--- src/rtl/csks_pkg.sv ---
// Shared types, constants and helpers for the clipped keyed sprite scaler.
package csks_pkg;

    // Coordinate field width and derived arithmetic widths
    localparam int C = 12;
    localparam int N = C + 1;   // quotients, sums of two coordinates
    localparam int W = C + 3;   // clip arithmetic, holds start + len

    localparam int ADDR_W = 5;

    // Register indexes on the configuration port
    localparam logic [2:0] REG_SRC_SIZE  = 3'd0;
    localparam logic [2:0] REG_DST_ORIG  = 3'd1;
    localparam logic [2:0] REG_DST_SIZE  = 3'd2;
    localparam logic [2:0] REG_CLIP_H    = 3'd3;
    localparam logic [2:0] REG_CLIP_V    = 3'd4;
    localparam logic [2:0] REG_TRANS_KEY = 3'd5;

    localparam logic [8:0] KEY_NONE = 9'd256;

    typedef struct packed {
        logic [7:0] pixel;
        logic       first_of_image;
    } t_in_item;

    typedef struct packed {
        logic [11:0] out_x;
        logic [11:0] out_y;
        logic [12:0] out_width;
        logic [12:0] out_height;
        logic [7:0]  out_pixel;
    } t_out_item;

    typedef struct packed {
        logic [C-1:0] sw;
        logic [C-1:0] sh;
        logic [C-1:0] dx;
        logic [C-1:0] dy;
        logic [C-1:0] dw;
        logic [C-1:0] dh;
        logic [C-1:0] cl;
        logic [C-1:0] cr;
        logic [C-1:0] ct;
        logic [C-1:0] cb;
        logic [8:0]   key;
    } t_cfg;

    // Which quotient the shared divider is producing
    typedef enum logic [1:0] {
        DIV_COL,
        DIV_ROW,
        DIV_K
    } t_div_sel;

    // Controller to datapath
    typedef struct packed {
        logic     load;
        logic     div_start;
        t_div_sel div_sel;
        logic     eval;
        logic     write;
    } t_cmd;

    // Datapath to controller
    typedef struct packed {
        logic div_done;
        logic out_free;
    } t_sts;

    typedef struct packed {
        logic         ok;
        logic [W-1:0] s;
        logic [W-1:0] l;
    } t_span;

    // Clip a span [start, start+len-1] to the inclusive window [lo, hi]
    function automatic t_span clip_span(input logic [W-1:0] start,
                                        input logic [W-1:0] len,
                                        input logic [C-1:0] lo,
                                        input logic [C-1:0] hi);
        logic [W-1:0] e_end;
        logic [W-1:0] s;
        logic [W-1:0] e;
        t_span        r;
        e_end = start + len - W'(1);
        s     = (start > W'(lo)) ? start : W'(lo);
        e     = (e_end < W'(hi)) ? e_end : W'(hi);
        r.ok  = (len != '0) && (s <= e);
        r.s   = s;
        r.l   = e - s + W'(1);
        return r;
    endfunction

endpackage

--- src/rtl/csks_div.sv ---
// Bit-serial restoring divider, one quotient bit per cycle.
module csks_div (
    input  logic                      i_clk,
    input  logic                      i_rst_n,
    input  logic                      i_start,
    input  logic [csks_pkg::N-1:0]    i_num,
    input  logic [csks_pkg::C-1:0]    i_den,
    output logic                      o_done,
    output logic [csks_pkg::N-1:0]    o_quot,
    output logic [csks_pkg::C-1:0]    o_rem
);

    localparam int CNT_W = $clog2(csks_pkg::N);

    logic                      r_busy;
    logic                      r_done;
    logic [CNT_W-1:0]          r_cnt;
    logic [csks_pkg::C:0]      r_rem;
    logic [csks_pkg::N-1:0]    r_quot;
    logic [csks_pkg::C-1:0]    r_den;

    logic [csks_pkg::C:0]      w_shift;
    logic                      w_ge;

    // Trial subtract of the shifted partial remainder
    assign w_shift = {r_rem[csks_pkg::C-1:0], r_quot[csks_pkg::N-1]};
    assign w_ge    = w_shift >= {1'b0, r_den};

    always_ff @(posedge i_clk) begin
        if (!i_rst_n) begin
            r_busy <= 1'b0;
            r_done <= 1'b0;
            r_cnt  <= '0;
        end else begin
            r_done <= 1'b0;
            if (i_start) begin
                r_busy <= 1'b1;
                r_cnt  <= '0;
            end else if (r_busy) begin
                r_cnt <= r_cnt + CNT_W'(1);
                if (r_cnt == CNT_W'(csks_pkg::N - 1)) begin
                    r_busy <= 1'b0;
                    r_done <= 1'b1;
                end
            end
        end
    end

    // Quotient register shifts numerator bits out and quotient bits in
    always_ff @(posedge i_clk) begin
        if (i_start) begin
            r_rem  <= '0;
            r_quot <= i_num;
            r_den  <= i_den;
        end else if (r_busy) begin
            r_rem  <= w_ge ? (w_shift - {1'b0, r_den}) : w_shift;
            r_quot <= {r_quot[csks_pkg::N-2:0], w_ge};
        end
    end

    assign o_done = r_done;
    assign o_quot = r_quot;
    assign o_rem  = r_rem[csks_pkg::C-1:0];

endmodule

--- src/rtl/csks_dp.sv ---
// Datapath: stepping state, quotients, rectangle build, clipping, output register.
module csks_dp (
    input  logic                 i_clk,
    input  logic                 i_rst_n,
    input  csks_pkg::t_cfg       i_cfg,
    input  csks_pkg::t_cmd       i_cmd,
    output csks_pkg::t_sts       o_sts,
    input  csks_pkg::t_in_item   i_in_data,
    output logic                 o_out_valid,
    output csks_pkg::t_out_item  o_out_data,
    input  logic                 i_out_stall
);

    localparam int C = csks_pkg::C;
    localparam int N = csks_pkg::N;
    localparam int W = csks_pkg::W;
    localparam int M = N + C;

    // Stepping state
    logic [C-1:0] r_src_col, r_src_row, r_dcc, r_drc, r_ca, r_ra, r_nsc, r_nsr;
    logic [C-1:0] n_src_col, n_src_row, n_dcc, n_drc, n_ca, n_ra, n_nsc, n_nsr;

    // Current item and quotients
    logic [7:0]   r_pix;
    logic [N-1:0] r_cols, r_rows, r_k;
    logic [C-1:0] r_crem, r_rrem;

    // Candidate rectangle
    logic         r_hit;
    logic [N-1:0] r_x0, r_y0, r_w0, r_h0;
    logic         n_hit;
    logic [N-1:0] n_x0, n_y0, n_w0, n_h0;

    logic                r_out_valid;
    csks_pkg::t_out_item r_out;

    // Divider hookup
    logic [N-1:0] w_num, w_quot;
    logic [C-1:0] w_den, w_rem;
    logic         w_done;

    logic         w_valid, w_mode1, w_mode2, w_dnz, w_row_end;
    logic [N-1:0] w_k, w_wc, w_hc, w_dw_left, w_dh_left;
    logic         w_sel_c, w_sel_r;
    logic [M-1:0] w_ksh;
    logic [N-1:0] w_ca_sum, w_ra_sum;
    csks_pkg::t_span w_spx, w_spy;
    logic         w_emit, w_out_free;

    assign w_valid = (i_cfg.sw != '0) && (i_cfg.sh != '0) &&
                     (r_src_col < i_cfg.sw) && (r_src_row < i_cfg.sh);
    assign w_mode1 = i_cfg.sw < i_cfg.dw;
    assign w_mode2 = i_cfg.sw > i_cfg.dw;
    assign w_dnz   = (i_cfg.dw != '0) && (i_cfg.dh != '0);

    // Operand select for the shared divider
    always_comb begin
        case (i_cmd.div_sel)
            csks_pkg::DIV_COL: begin
                w_num = w_mode1 ? {1'b0, i_cfg.dw} : {1'b0, i_cfg.sw};
                w_den = w_mode1 ? i_cfg.sw : i_cfg.dw;
            end
            csks_pkg::DIV_ROW: begin
                w_num = w_mode1 ? {1'b0, i_cfg.dh} : {1'b0, i_cfg.sh};
                w_den = w_mode1 ? i_cfg.sh : i_cfg.dh;
            end
            csks_pkg::DIV_K: begin
                w_num = {1'b0, i_cfg.dh} - {1'b0, r_ra} + {1'b0, i_cfg.sh} - N'(1);
                w_den = i_cfg.sh;
            end
            default: begin
                w_num = '0;
                w_den = '0;
            end
        endcase
    end

    csks_div u_div (
        .i_clk   (i_clk),
        .i_rst_n (i_rst_n),
        .i_start (i_cmd.div_start),
        .i_num   (w_num),
        .i_den   (w_den),
        .o_done  (w_done),
        .o_quot  (w_quot),
        .o_rem   (w_rem)
    );

    // Rectangle extents for the current pixel
    assign w_k       = ((r_rows == '0) && (r_ra < i_cfg.dh)) ? r_k : N'(1);
    assign w_ca_sum  = {1'b0, r_ca} + {1'b0, r_crem};
    assign w_ra_sum  = {1'b0, r_ra} + {1'b0, r_rrem};
    assign w_wc      = r_cols + N'(w_ca_sum >= {1'b0, i_cfg.sw});
    assign w_hc      = r_rows + N'(w_ra_sum >= {1'b0, i_cfg.sh});
    assign w_dw_left = {1'b0, i_cfg.dw} - {1'b0, r_dcc};
    assign w_dh_left = {1'b0, i_cfg.dh} - {1'b0, r_drc};
    assign w_sel_c   = (r_src_col == r_nsc) && (r_dcc < i_cfg.dw);
    assign w_sel_r   = (r_src_row == r_nsr) && (r_drc < i_cfg.dh);
    assign w_row_end = ({1'b0, r_src_col} + N'(1)) >= {1'b0, i_cfg.sw};
    assign w_ksh     = w_k * i_cfg.sh;

    always_comb begin
        n_x0 = '0;
        n_y0 = '0;
        n_w0 = '0;
        n_h0 = '0;
        if (w_mode1) begin
            n_x0 = {1'b0, i_cfg.dx} + {1'b0, r_dcc};
            n_y0 = {1'b0, i_cfg.dy} + {1'b0, r_drc};
            n_w0 = (r_dcc >= i_cfg.dw) ? '0 : ((w_wc < w_dw_left) ? w_wc : w_dw_left);
            n_h0 = (r_drc >= i_cfg.dh) ? '0 : ((w_hc < w_dh_left) ? w_hc : w_dh_left);
        end else if (w_mode2) begin
            if (w_dnz) begin
                n_x0 = {1'b0, i_cfg.dx} + {1'b0, r_dcc};
                n_y0 = {1'b0, i_cfg.dy} + {1'b0, r_drc};
                n_w0 = N'(w_sel_c);
                n_h0 = w_sel_r ? ((w_k < w_dh_left) ? w_k : w_dh_left) : '0;
            end
        end else begin
            n_x0 = {1'b0, i_cfg.dx} + {1'b0, r_src_col};
            n_y0 = {1'b0, i_cfg.dy} + {1'b0, r_src_row};
            n_w0 = N'(1);
            n_h0 = N'(1);
        end
        n_hit = w_valid && (i_cfg.key[8] || (r_pix != i_cfg.key[7:0]));
    end

    // Next stepping state
    always_comb begin
        logic [N-1:0] ca_t, ra_t, step;
        logic [M-1:0] ra_m;
        n_src_col = r_src_col;
        n_src_row = r_src_row;
        n_dcc     = r_dcc;
        n_drc     = r_drc;
        n_ca      = r_ca;
        n_ra      = r_ra;
        n_nsc     = r_nsc;
        n_nsr     = r_nsr;
        ca_t      = '0;
        ra_t      = '0;
        step      = '0;
        ra_m      = '0;
        if (w_valid && w_mode1) begin
            ca_t  = (w_ca_sum >= {1'b0, i_cfg.sw}) ? (w_ca_sum - {1'b0, i_cfg.sw}) : w_ca_sum;
            n_ca  = ca_t[C-1:0];
            ca_t  = {1'b0, r_dcc} + w_wc;
            n_dcc = ca_t[C-1:0];
            if (w_row_end && (i_cfg.dh != '0)) begin
                ra_t  = (w_ra_sum >= {1'b0, i_cfg.sh}) ? (w_ra_sum - {1'b0, i_cfg.sh})
                                                       : w_ra_sum;
                n_ra  = ra_t[C-1:0];
                ra_t  = {1'b0, r_drc} + w_hc;
                n_drc = ra_t[C-1:0];
            end
        end else if (w_valid && w_mode2 && w_dnz) begin
            if (w_sel_c) begin
                n_dcc = r_dcc + C'(1);
                ca_t  = {1'b0, r_ca} + {1'b0, r_crem};
                step  = r_cols;
                if (ca_t >= {1'b0, i_cfg.dw}) begin
                    ca_t = ca_t - {1'b0, i_cfg.dw};
                    step = step + N'(1);
                end
                n_ca  = ca_t[C-1:0];
                step  = {1'b0, r_nsc} + step;
                n_nsc = step[C-1:0];
            end
            if (w_row_end && w_sel_r) begin
                if (r_rows != '0) begin
                    n_drc = r_drc + C'(1);
                    ra_t  = {1'b0, r_ra} + {1'b0, r_rrem};
                    step  = r_rows;
                    if (ra_t >= {1'b0, i_cfg.dh}) begin
                        ra_t = ra_t - {1'b0, i_cfg.dh};
                        step = step + N'(1);
                    end
                    n_ra  = ra_t[C-1:0];
                    step  = {1'b0, r_nsr} + step;
                    n_nsr = step[C-1:0];
                end else begin
                    ra_t  = {1'b0, r_drc} + w_k;
                    n_drc = ra_t[C-1:0];
                    ra_m  = M'(r_ra) + w_ksh - M'(i_cfg.dh);
                    n_ra  = (r_ra < i_cfg.dh) ? ra_m[C-1:0] : '0;
                    n_nsr = r_nsr + C'(1);
                end
            end
        end
        // End of a source row restarts the column state
        if (w_row_end) begin
            n_src_col = '0;
            n_dcc     = '0;
            n_ca      = '0;
            n_nsc     = '0;
            if (r_src_row < i_cfg.sh) n_src_row = r_src_row + C'(1);
        end else begin
            n_src_col = r_src_col + C'(1);
        end
    end

    // Stepping state registers
    always_ff @(posedge i_clk) begin
        if (!i_rst_n) begin
            r_src_col <= '0;
            r_src_row <= '0;
            r_dcc     <= '0;
            r_drc     <= '0;
            r_ca      <= '0;
            r_ra      <= '0;
            r_nsc     <= '0;
            r_nsr     <= '0;
        end else if (i_cmd.load && i_in_data.first_of_image) begin
            r_src_col <= '0;
            r_src_row <= '0;
            r_dcc     <= '0;
            r_drc     <= '0;
            r_ca      <= '0;
            r_ra      <= '0;
            r_nsc     <= '0;
            r_nsr     <= '0;
        end else if (i_cmd.eval) begin
            r_src_col <= n_src_col;
            r_src_row <= n_src_row;
            r_dcc     <= n_dcc;
            r_drc     <= n_drc;
            r_ca      <= n_ca;
            r_ra      <= n_ra;
            r_nsc     <= n_nsc;
            r_nsr     <= n_nsr;
        end
    end

    // Item, quotient and candidate payload
    always_ff @(posedge i_clk) begin
        if (i_cmd.load) r_pix <= i_in_data.pixel;
        if (w_done) begin
            case (i_cmd.div_sel)
                csks_pkg::DIV_COL: begin
                    r_cols <= w_quot;
                    r_crem <= w_rem;
                end
                csks_pkg::DIV_ROW: begin
                    r_rows <= w_quot;
                    r_rrem <= w_rem;
                end
                csks_pkg::DIV_K: r_k <= w_quot;
                default: ;
            endcase
        end
        if (i_cmd.eval) begin
            r_hit <= n_hit;
            r_x0  <= n_x0;
            r_y0  <= n_y0;
            r_w0  <= n_w0;
            r_h0  <= n_h0;
        end
    end

    // Clip and hand the rectangle to the output register
    assign w_spx      = csks_pkg::clip_span(W'(r_x0), W'(r_w0), i_cfg.cl, i_cfg.cr);
    assign w_spy      = csks_pkg::clip_span(W'(r_y0), W'(r_h0), i_cfg.ct, i_cfg.cb);
    assign w_emit     = r_hit && w_spx.ok && w_spy.ok;
    assign w_out_free = !r_out_valid || !i_out_stall;

    // Set on a new rectangle, hold while stalled, clear after a transfer
    always_ff @(posedge i_clk) begin
        if (!i_rst_n) begin
            r_out_valid <= 1'b0;
        end else begin
            r_out_valid <= (i_cmd.write && w_out_free && w_emit) ||
                           (r_out_valid && i_out_stall);
        end
    end

    always_ff @(posedge i_clk) begin
        if (i_cmd.write && w_out_free && w_emit) begin
            r_out.out_x      <= w_spx.s[11:0];
            r_out.out_y      <= w_spy.s[11:0];
            r_out.out_width  <= w_spx.l[12:0];
            r_out.out_height <= w_spy.l[12:0];
            r_out.out_pixel  <= r_pix;
        end
    end

    assign o_sts.div_done = w_done;
    assign o_sts.out_free = w_out_free;
    assign o_out_valid    = r_out_valid;
    assign o_out_data     = r_out;

endmodule

--- src/rtl/csks_ctrl.sv ---
// Controller: sequences accept, three divisions, evaluation and output write.
module csks_ctrl (
    input  logic            i_clk,
    input  logic            i_rst_n,
    input  logic            i_in_valid,
    output logic            o_busy,
    output csks_pkg::t_cmd  o_cmd,
    input  csks_pkg::t_sts  i_sts
);

    typedef enum logic [2:0] {
        S_IDLE,
        S_DIV_COL,
        S_DIV_ROW,
        S_DIV_K,
        S_EVAL,
        S_WRITE
    } t_state;

    t_state             r_state;
    logic               r_div_start;
    csks_pkg::t_div_sel r_div_sel;
    logic               r_eval;
    logic               r_write;
    logic               w_load;

    assign w_load = i_in_valid && (r_state == S_IDLE);

    // State and registered commands
    always_ff @(posedge i_clk) begin
        if (!i_rst_n) begin
            r_state     <= S_IDLE;
            r_div_start <= 1'b0;
            r_div_sel   <= csks_pkg::DIV_COL;
            r_eval      <= 1'b0;
            r_write     <= 1'b0;
        end else begin
            r_div_start <= 1'b0;
            r_eval      <= 1'b0;
            case (r_state)
                S_IDLE: begin
                    if (w_load) begin
                        r_state     <= S_DIV_COL;
                        r_div_start <= 1'b1;
                        r_div_sel   <= csks_pkg::DIV_COL;
                    end
                end
                S_DIV_COL: begin
                    if (i_sts.div_done) begin
                        r_state     <= S_DIV_ROW;
                        r_div_start <= 1'b1;
                        r_div_sel   <= csks_pkg::DIV_ROW;
                    end
                end
                S_DIV_ROW: begin
                    if (i_sts.div_done) begin
                        r_state     <= S_DIV_K;
                        r_div_start <= 1'b1;
                        r_div_sel   <= csks_pkg::DIV_K;
                    end
                end
                S_DIV_K: begin
                    if (i_sts.div_done) begin
                        r_state <= S_EVAL;
                        r_eval  <= 1'b1;
                    end
                end
                S_EVAL: begin
                    r_state <= S_WRITE;
                    r_write <= 1'b1;
                end
                S_WRITE: begin
                    if (i_sts.out_free) begin
                        r_state <= S_IDLE;
                        r_write <= 1'b0;
                    end
                end
                default: r_state <= S_IDLE;
            endcase
        end
    end

    assign o_busy          = r_state != S_IDLE;
    assign o_cmd.load      = w_load;
    assign o_cmd.div_start = r_div_start;
    assign o_cmd.div_sel   = r_div_sel;
    assign o_cmd.eval      = r_eval;
    assign o_cmd.write     = r_write;

endmodule

--- src/rtl/clipped_keyed_sprite_scaler_core.sv ---
// Top level of the clipped keyed sprite scaler: register file and core wiring.
//
//  channel | direction | handshake              | payload
//  --------+-----------+------------------------+-----------------------------
//  in      | input     | i_in_valid / o_in_stall | i_in_data  (pixel, first)
//  out     | output    | o_out_valid / i_out_stall | o_out_data (rectangle)
//  config  | input     | APB psel/penable/pwrite | pwdata -> 6 registers
//
// For each pixel the shared bit-serial divider runs three times (column ratio, row
// ratio, row span); the rectangle is then built and registered, and after that it
// is clipped and written to the output register.
// Synchronous active-low reset clears stepping state and config to defaults.
// A waiting result does not block the next pixel; only the final write waits
// for the output register to free up.
module clipped_keyed_sprite_scaler_core (
    input  logic                              i_clk,
    input  logic                              i_rst_n,
    input  logic                              i_in_valid,
    input  csks_pkg::t_in_item                i_in_data,
    output logic                              o_in_stall,
    output logic                              o_out_valid,
    output csks_pkg::t_out_item               o_out_data,
    input  logic                              i_out_stall,
    input  logic                              psel,
    input  logic                              penable,
    input  logic                              pwrite,
    input  logic [csks_pkg::ADDR_W-1:0]       paddr,
    input  logic [31:0]                       pwdata,
    output logic [31:0]                       prdata,
    output logic                              pready
);

    localparam int C = csks_pkg::C;

    logic [2*C-1:0] r_src_size, r_dst_orig, r_dst_size, r_clip_h, r_clip_v;
    logic [8:0]     r_key;
    logic [2:0]     w_idx;
    logic           w_wr;

    csks_pkg::t_cfg w_cfg;
    csks_pkg::t_cmd w_cmd;
    csks_pkg::t_sts w_sts;
    logic           w_busy;

    assign w_idx  = paddr[4:2];
    assign w_wr   = psel && penable && pwrite;
    assign pready = 1'b1;

    // Configuration registers
    always_ff @(posedge i_clk) begin
        if (!i_rst_n) begin
            r_src_size <= '0;
            r_dst_orig <= '0;
            r_dst_size <= '0;
            r_clip_h   <= '0;
            r_clip_v   <= '0;
            r_key      <= csks_pkg::KEY_NONE;
        end else if (w_wr) begin
            case (w_idx)
                csks_pkg::REG_SRC_SIZE:  r_src_size <= pwdata[2*C-1:0];
                csks_pkg::REG_DST_ORIG:  r_dst_orig <= pwdata[2*C-1:0];
                csks_pkg::REG_DST_SIZE:  r_dst_size <= pwdata[2*C-1:0];
                csks_pkg::REG_CLIP_H:    r_clip_h   <= pwdata[2*C-1:0];
                csks_pkg::REG_CLIP_V:    r_clip_v   <= pwdata[2*C-1:0];
                csks_pkg::REG_TRANS_KEY: r_key      <= pwdata[8:0];
                default: ;
            endcase
        end
    end

    // Read back
    always_comb begin
        case (w_idx)
            csks_pkg::REG_SRC_SIZE:  prdata = 32'(r_src_size);
            csks_pkg::REG_DST_ORIG:  prdata = 32'(r_dst_orig);
            csks_pkg::REG_DST_SIZE:  prdata = 32'(r_dst_size);
            csks_pkg::REG_CLIP_H:    prdata = 32'(r_clip_h);
            csks_pkg::REG_CLIP_V:    prdata = 32'(r_clip_v);
            csks_pkg::REG_TRANS_KEY: prdata = 32'(r_key);
            default:                 prdata = '0;
        endcase
    end

    assign w_cfg.sw  = r_src_size[C-1:0];
    assign w_cfg.sh  = r_src_size[2*C-1:C];
    assign w_cfg.dx  = r_dst_orig[C-1:0];
    assign w_cfg.dy  = r_dst_orig[2*C-1:C];
    assign w_cfg.dw  = r_dst_size[C-1:0];
    assign w_cfg.dh  = r_dst_size[2*C-1:C];
    assign w_cfg.cl  = r_clip_h[C-1:0];
    assign w_cfg.cr  = r_clip_h[2*C-1:C];
    assign w_cfg.ct  = r_clip_v[C-1:0];
    assign w_cfg.cb  = r_clip_v[2*C-1:C];
    assign w_cfg.key = r_key;

    assign o_in_stall = w_busy;

    csks_ctrl u_ctrl (
        .i_clk      (i_clk),
        .i_rst_n    (i_rst_n),
        .i_in_valid (i_in_valid),
        .o_busy     (w_busy),
        .o_cmd      (w_cmd),
        .i_sts      (w_sts)
    );

    csks_dp u_dp (
        .i_clk       (i_clk),
        .i_rst_n     (i_rst_n),
        .i_cfg       (w_cfg),
        .i_cmd       (w_cmd),
        .o_sts       (w_sts),
        .i_in_data   (i_in_data),
        .o_out_valid (o_out_valid),
        .o_out_data  (o_out_data),
        .i_out_stall (i_out_stall)
    );

endmodule

--- config.mk ---
export PLATFORM = sky130hd
export DESIGN_NAME = clipped_keyed_sprite_scaler_core
export DESIGN_NICKNAME = d
export VERILOG_FILES = /design/src/rtl/csks_pkg.sv /design/src/rtl/csks_div.sv /design/src/rtl/csks_dp.sv /design/src/rtl/csks_ctrl.sv /design/src/rtl/clipped_keyed_sprite_scaler_core.sv
export SDC_FILE = /design/constraint.sdc
export NUM_CORES = 2
export LEC_CHECK = 0
export BUFFER_PORTS_ARGS = -buffer_cell sky130_fd_sc_hd__buf_2
export CAP_MARGIN = 10
export CELL_PAD_IN_SITES_DETAIL_PLACEMENT = 1
export CELL_PAD_IN_SITES_GLOBAL_PLACEMENT = 2
export CORE_MARGIN = 4
export CORE_UTILIZATION = 40
export DETAILED_ROUTE_END_ITERATION = 8
export HOLD_SLACK_MARGIN = 0.05
export PLACE_DENSITY_LB_ADDON = 0.1
export SLEW_MARGIN = 30
export SYNTH_ARGS = -nofsm -noshare
export SYNTH_HDL_FRONTEND = slang
export SYNTH_SLANG_ARGS = --single-unit
--- constraint.sdc ---
create_clock -name i_clk -period 14.4 [get_ports i_clk]
set_input_delay 2.88 -clock i_clk [delete_from_list [all_inputs] [get_ports i_clk]]
set_output_delay 2.88 -clock i_clk [all_outputs]
set_load 0.1 [all_outputs]
==> flow_summary_export.csv <==
group,metric,value,unit
run_status,status,"finished clean",
clock_tree,cts_post_setup_buffers_inserted,0,
global_route,grt_util_all_layers,28.4,%
global_route,grt_pass1_wl,235000,um
floorplan,die_h,329,um
synth,ys_async_sr_fraction,0,%
timing,finClkSkew,58.0,ps
synth,avgSynthCellArea,8.56,sq um
power,swShare,28.5,%
power,switching_power,0.973,mW
critical_path,max_stage_delay,640,ps
layout,final_nets,5547,
placed_design,port_buffers,126,
detailed_routing,drt_wl_total,157000,um
critical_path,end_kind,"flip-flop",
synth,synth_top_area_cell,"ha_1",
timing,whs,477,ps
critical_path,r2r_start,"u_dp.r_x0[0]",
clock_tree,cts-root-buf,"clkbuf_16",
critical_path,required,14730,ps
global_route,grt_max_degree,80,
global_route,overflow,0,
detailed_routing,vias,36969,
timing,drv_slew,0,
clock_tree,numCtsBuffers,59,
power,p_int,2.44,mW
job,cap_violations,0,
timing,tightest_slew,1050,ps
floorplan,die_width,329,um
global_route,grt_pass1_vias,37125,
global_route,antenna_found_initial,4,
detailed_routing,ant_nets,0,
clock_tree,worstSkewPairLatency,690,ps
detailed_routing,drc,0,
critical_path,path_max_fanout,33,
power,power_density,74.9,nW/um^2
synth,seq_area_frac_synth,27.3,%
synth,ys_top_cells_by_count,"nand2_1, ha_1, inv_1",
timing,slew_headroom,29.1,%
layout,layout-drive-gt1-share,8.93,%
critical_path,path_class,"reg2reg",
synth,synth_area,41200,sq um
clock_tree,htree_levels,2,
power,p_seq_share,42.3,%
synth,synth_cells,4818,
critical_path,crit_arrival,9560,ps
synth,ys_seq_elements,459,
floorplan,dieArea,108000,sq um
detailed_routing,wire_per_inst,24.8,um
timing,totalNegativeSetupSlack,0,ps
detailed_routing,routed_via_density,5.85,
timing,fin_crit,9230,ps
clock_tree,clkTransAtPathRegs,60,ps
worst_hold_path,min_path_type,"reg2reg",
floorplan,row_count,117,
critical_path,startpoint_type,"flip-flop",
power,power_frac_comb,12.5,%
clock_tree,clkSinkCount,459,
clock_tree,cts.path.max_buffers,3,
synth,synth.top_cell.area_share,15.2,%
clock_tree,ctsHoldBuffers,0,
detailed_routing,drt-pass1-iter-count,7,
synth,synth_top_flop_cell,"dfxtp_1",
placed_design,hpwl,122000,um
timing,max_freq,0.108,GHz
detailed_routing,drt-initial-drc-count,2653,
floorplan,start_util,40.4,%
layout,area_delta_synth_final,10.5,%
timing,period_share,64.1,%
timing,setup_viol,0,
critical_path,critPathSlowestCell,"nor3_1",
worst_hold_path,min-delay-start,"u_dp.r_ca[0]",
placed_design,routabilityCongestion,0.884,
clock_tree,cts_resized,0,
timing,rsz0062_at_grt,"false",
critical_path,startpoint,"u_dp.r_x0[0]",
synth,yosysWarnings,0,
power,leakage,18.5,nW
synth,yosys-top-cells-area,"ha_1, edfxtp_1, dfxtp_1",
power,peakVddDrop,0.000120,V
power,p_clk_share,45.2,%
floorplan,io_pins,146,
layout,diodes,0,
synth,synthDistinctLibCells,96,
floorplan,coreArea,102000,sq um
power,total_power,3.41,mW
synth,synth.most_common_cell,"nand2_1",
timing,finalHoldViolations,0,
synth,synth_edf_count,207,
clock_tree,cts_tree,"done",
## routing by layer
layer | vias to the layer above | track usage (%) | share of wire, %
met1 | 18399 | 39.3 | 46
met2 | 992 | 46.0 | 45
met5 | - | 0 | 0.021
met4 | 4 | 10.1 | 3.8
li1 | 17343 | - | -
met3 | 231 | 3.17 | 5.6
## cell usage in the layout (no fill, tap or decap), drive strengths merged, types with 125 or more instances in the layout
cell,count
nand2,588
ha,502
inv,390
a21oi,374
nor2,324
dfxtp,252
xnor2,224
buf,220
edfxtp,207
o21ai,195
mux2i,125
## worst max-delay path, delay by kind of cell, from the launching register on
| family | cells | cell delay (ps) |
|---|---|---|
| mux | 1 | 420 |
| fa+ha+maj | 4 | 1370 |
| simple gates | 7 | 1800 |
| compound gates | 16 | 3680 |
| buf+inv | 3 | 870 |
| flops | 1 | 450 |
| xor+xnor | 1 | 220 |
## logic make-up after synthesis
logic type               share of synthesized area (%)
AO/OA/AOI/OAI                                     18.2
XOR/XNOR                                          7.21
adder cells (fa/ha/maj)                           19.7
buffers and inverters                             5.63
flip-flops                                        27.3
multiplexers                                      5.30
other                                           0.0182
AND/OR/NAND/NOR                                   16.7
## metrics by stage
| stage | cells | util, % | cell area [sq um] | worst slack, ps |
|---|---|---|---|---|
| global route | 6319 | 44.7 | 45600 | 4350 |
| detailed placement | 6208 | 42.7 | 43600 | 5120 |
| global placement | 6208 | 42.7 | 43500 | 5420 |
| finish | 6319 | 44.7 | 45600 | 5170 |
| CTS | 6319 | 44.6 | 45600 | 5100 |
| floorplan | 4827 | - | 41300 | 5080 |
## state kept, by name, summed over array words and instances, names as in the netlist, 24 cells and up
signal	count
r_clip_h	24
r_clip_v	24
r_dst_orig	24
r_dst_size	24
r_src_size	24
u_dp.o_out_data	58
## path summary, 6_finish.rpt
kind              depth (start not counted)             endpoint  slack (ps)
setup / recovery                         32  u_dp.o_out_data[20]        5170
hold / removal                            1         u_dp.r_ca[0]         480
setup reg to reg                         32  u_dp.o_out_data[20]        5170
hold reg to reg                           1         u_dp.r_ca[0]         480
## power groups by stage
stage	combinational (mW)	clock, mW	sequential [mW]
final	0.425	1.54	1.44
after CTS	0.423	1.57	1.45
after detailed placement	0.420	0	1.47
after floorplan	0.297	0	1.44
after global placement	0.413	0	1.47
after global routing	0.464	1.63	1.45
## layout make-up
cell class                 instances  area [sq um]
sequential                       459         11300
clock buffer                      72          1590
timing repair buffer             220          1340
clock inverter                    39           413
multi-input combinational       3770         27800
tap                             1368          1710
inverter                         391          1470
fill                           12109         56500
Note: power is estimated with default switching activity, not from simulation.
